[src/hw/rtl/illm_ram.sv]
module illm_ram #(
   parameter int WIDTH = 8,
   parameter int DEPTH = 256
) (
   input  logic                     clock,
   input  logic                     wr_en,
   input  logic [$clog2(DEPTH)-1:0] wr_addr,
   input  logic [WIDTH-1:0]         wr_data,
   input  logic [$clog2(DEPTH)-1:0] rd_addr,
   output logic [WIDTH-1:0]         rd_data
);
   logic [WIDTH-1:0] mem [DEPTH];

   always_ff @(posedge clock) begin
      if (wr_en) begin
         mem[wr_addr] <= wr_data;
      end
      rd_data <= mem[rd_addr];
   end
endmodule

[config.mk]
export PLATFORM = sky130hd
export DESIGN_NAME = illm_ram
export DESIGN_NICKNAME = d
export VERILOG_FILES = /design/src/hw/rtl/illm_ram.sv
export SDC_FILE = /design/constraint.sdc
export NUM_CORES = 2
export LEC_CHECK = 0
export ABC_CLOCK_PERIOD_IN_PS = 2400
export BUFFER_PORTS_ARGS = -buffer_cell sky130_fd_sc_hd__buf_2
export CORE_MARGIN = 4
export CORE_UTILIZATION = 61
export CTS_CLUSTER_DIAMETER = 80
export DETAILED_ROUTE_END_ITERATION = 12
export PLACE_DENSITY_LB_ADDON = 0.05
export SLEW_MARGIN = 20
export SYNTH_ARGS = -nofsm -noshare
export SYNTH_HDL_FRONTEND = slang
export SYNTH_SLANG_ARGS = --single-unit
[constraint.sdc]
create_clock -name clock -period 2.4 [get_ports clock]
set_input_delay 0.24 -clock clock [delete_from_list [all_inputs] [get_ports clock]]
set_output_delay 0.24 -clock clock [all_outputs]
set_load 0.005 [all_outputs]
==> results by group <==
Route
  – Drt wl/cell: 31.8 um
  – Drt first pass iters: 6
  – Vias: 41700
  – Post-route ant nets: 0
  – Total wire length: 202 mm
  – Drt initial violations: 5398
  – Via/cell ratio: 6.57
  – DRC: 0

Critical path
  – CP max-delay cell: mux4_2
  – Crit path cell chain: mux4_2 > mux4_2 > nor2b_1 > nor4_1 > buf_4 > nor4_1
  – Req. time, crit path: 3.10 ns
  – Reg2reg path depth: 6
  – WP depth: 6
  – Endpoint type of the worst setup path: flip-flop
  – Worst Path Arrival: 3.09 ns
  – Worst Path Max Fanout: 1
  – Delay-heaviest family, CP: multiplexers
  – CP startpoint kind: flip-flop
  – Buf/Inv on CP: 1
  – Crit path kind: flip-flop to flip-flop
  – CP max stage delay: 0.54 ns

Yosys
  – Top-area cell type share of the netlist area: 0.773
  – Top FF cell, synth: edfxtp_1
  – Post-synth cell types: 55
  – Syn Nets: 3759
  – Seq cells post-synth: 2056
  – Synth area leaders: edfxtp_1 77%, mux4_2 13%, mux2i_1 1.7%
  – Mapped Area: 0.0796 sq mm
  – Largest area contributor in the netlist: edfxtp_1
  – Post-synth EDFFs: 2048
  – Asr flop ratio synth: 0
  – Seq/Total Area, Yosys: 0.775
  – Synth Instances: 3733
  – Post-Syn Area per Cell: 21.3 sq um
  – Yosys warning total: 0

STA
  – Worst slew margin: 0.388
  – Fmax: 0.419 GHz
  – Final setup viols: 0
  – Final worst-path setup slack: 0.0127 ns
  – Worst-Margin Slew: 0.919 ns
  – Worst hold margin: 0.0616 ns
  – Tmin final: 2.39 ns
  – Period Utilization, post-route: 0.995
  – Sum Neg Setup Slack: 0 ns
  – Final Max Slew Viols: 0
  – Fin. Hold Viols: 0
  – Worst Skew: 0.0218 ns

Floorplanning
  – Die Height: 369 um
  – Die area: 0.136 sq mm
  – Cell row count: 132
  – I/O Pins: 34
  – Starting Density: 0.614
  – Die Width: 369 um
  – Core area: 0.129 sq mm

Worst hold path
  – Hold Path Depth: 1
  – Worst Hold Class: input pin to flip-flop

Power and ir drop
  – Peak supply drop: 0.719 mV
  – Leak: 30.5 nW
  – Pwr dens: 792 mW/mm^2

Global route
  – Antenna violations before repair: 14
  – GRT Util Overall: 0.304
  – First-pass GRT wire length: 295 mm
  – GRT overflow: 0
  – Vias in the first global route: 42300
  – Largest net degree at the start of global routing: 98

Clock tree
  – H-tree Lvls: 4
  – CTS tree: built
  – Max clock buf depth: 3
  – Clock-pin slew on the worst setup and hold paths: 0.06 ns
  – Clock buffer count from CTS: 195
  – Clock sink total: 2056
  – Skew-Pair Late Insertion Delay: 0.81 ns
  – Clock root buffer: clkbuf_16

Cells and area
  – Layout cells sized above 1: 0.325
  – Fill count: 7655
  – Multi-input logic area: 0.0166 sq mm
  – Register area: 0.0617 sq mm
  – Post-route cell area: 0.0934 sq mm
  – Area Growth Syn to Fin: 17.4%
  – Layout Nets: 4468

Place
  – PortBufs: 33
  – HPWL after DPL: 132 mm
  – Post-place instance area: 0.0870 sq mm
  – GP Congestion: 0.916
  – Post-Place Setup Slack: -1.13 ns

Flow run
  – Max cap viols: 0

Status
  – Status: finished clean
==> layer usage <==
layer / vias up / share of wire / GRT usage
li1: 17100 / - / -
met1: 21800 / 0.38 / 0.438
met2: 2421 / 0.48 / 0.476
met3: 393 / 0.10 / 0.0649
met4: 12 / 0.033 / 0.0999
met5: - / 0.00041 / 0
==> synthesized netlist by cell type (13+ instances only) <==
cell      count
nor2b_1      31
o22ai_1      28
buf_1        22
nand2_1      33
mux2i_1     134
nand3_1      34
nor2_1      282
a21oi_1      96
nor3_1       22
buf_8        13
buf_6        21
a211oi_1     16
clkbuf_1    111
a22oi_1     133
nor4_1       24
edfxtp_1   2048
buf_4        27
o221ai_1     46
mux4_2      454
a221oi_1     13
buf_2        31
==> report_power, final <==
| group | switching, mW | internal (mW) | leakage, nW |
|---|---|---|---|
| Clock | 12.7 | 17.5 | 3.04 |
| Combinational | 2.49 | 1.70 | 8.99 |
| Sequential | 0.0586 | 39.6 | 18.5 |
| Total | 15.2 | 58.8 | 30.5 |
==> flip-flops by register name, summed over array words and instances, names as in the netlist <==
register / flops
mem: 2048
rd_data: 8
==> logic make-up (layout without fill, tap and decap cells) <==
kind of cell           Yosys count  after routing  synth area share
AND/OR/NAND/NOR                466            466            0.0263
multiplexers                   591            591             0.146
AO/OA/AOI/OAI                  385            385            0.0342
flip-flops                    2056           2056             0.775
buffers and inverters          235           1102            0.0183
other                            0              7                 0
==> path summary, 6_finish.rpt <==
path	slack, ns	endpoint	from
max reg2reg	0.01	rd_data[7]	mem[87][7]
min	0.06	mem[104][7]	wr_data[7]
max	0.01	rd_data[7]	mem[87][7]
min reg2reg	1.10	rd_data[5]	mem[62][5]
==> what timing repair did <==
item	CTS	global route
hold buffers	3	0
pin swaps	2	4
setup buffers	0	0
resized for setup	13	10
endpoints found under the setup margin	7	6
endpoints found under the hold margin	118	0
==> placed cells by master, fill, tap and decap left out, drive strengths merged, types with 31 or more instances in the layout <==
master	instances
nor2b	31
clkinv	73
clkbuf	262
nand2	33
nor2	282
mux4	456
buf	734
a21oi	96
o221ai	47
mux2i	134
a22oi	133
nand3	34
edfxtp	2048
==> stage by stage <==
| stage | total power, mW | std cells | util |
|---|---|---|---|
| final | 74.0 | 6349 | 0.722 |
| after global routing | 76.1 | 6342 | 0.721 |
| after CTS | 74.4 | 6343 | 0.721 |
| after detailed placement | 44.5 | 5985 | 0.672 |
| after global placement | 44.4 | 5985 | 0.672 |
| after floorplan | 42.3 | 3733 | - |
==> area by class of cell <==
class	instances	share of cell area
sequential	2056	0.660
multi-input combinational	1442	0.178
timing repair buffer	745	0.0717
clock buffer	254	0.0564
tap	1742	0.0233
clock inverter	101	0.0105
antenna	7	0.000187
inverter	2	0.0000804
==> worst reg2reg max path: cells and delay by family, from the launching register on <==
family | cells | cell delay, ns
and+or+nand+nor | 3 | 0.60
DFF | 1 | 0.37
muxes | 2 | 1.07
buffers and inverters | 1 | 0.25
Power figures use the tool's default switching activity.
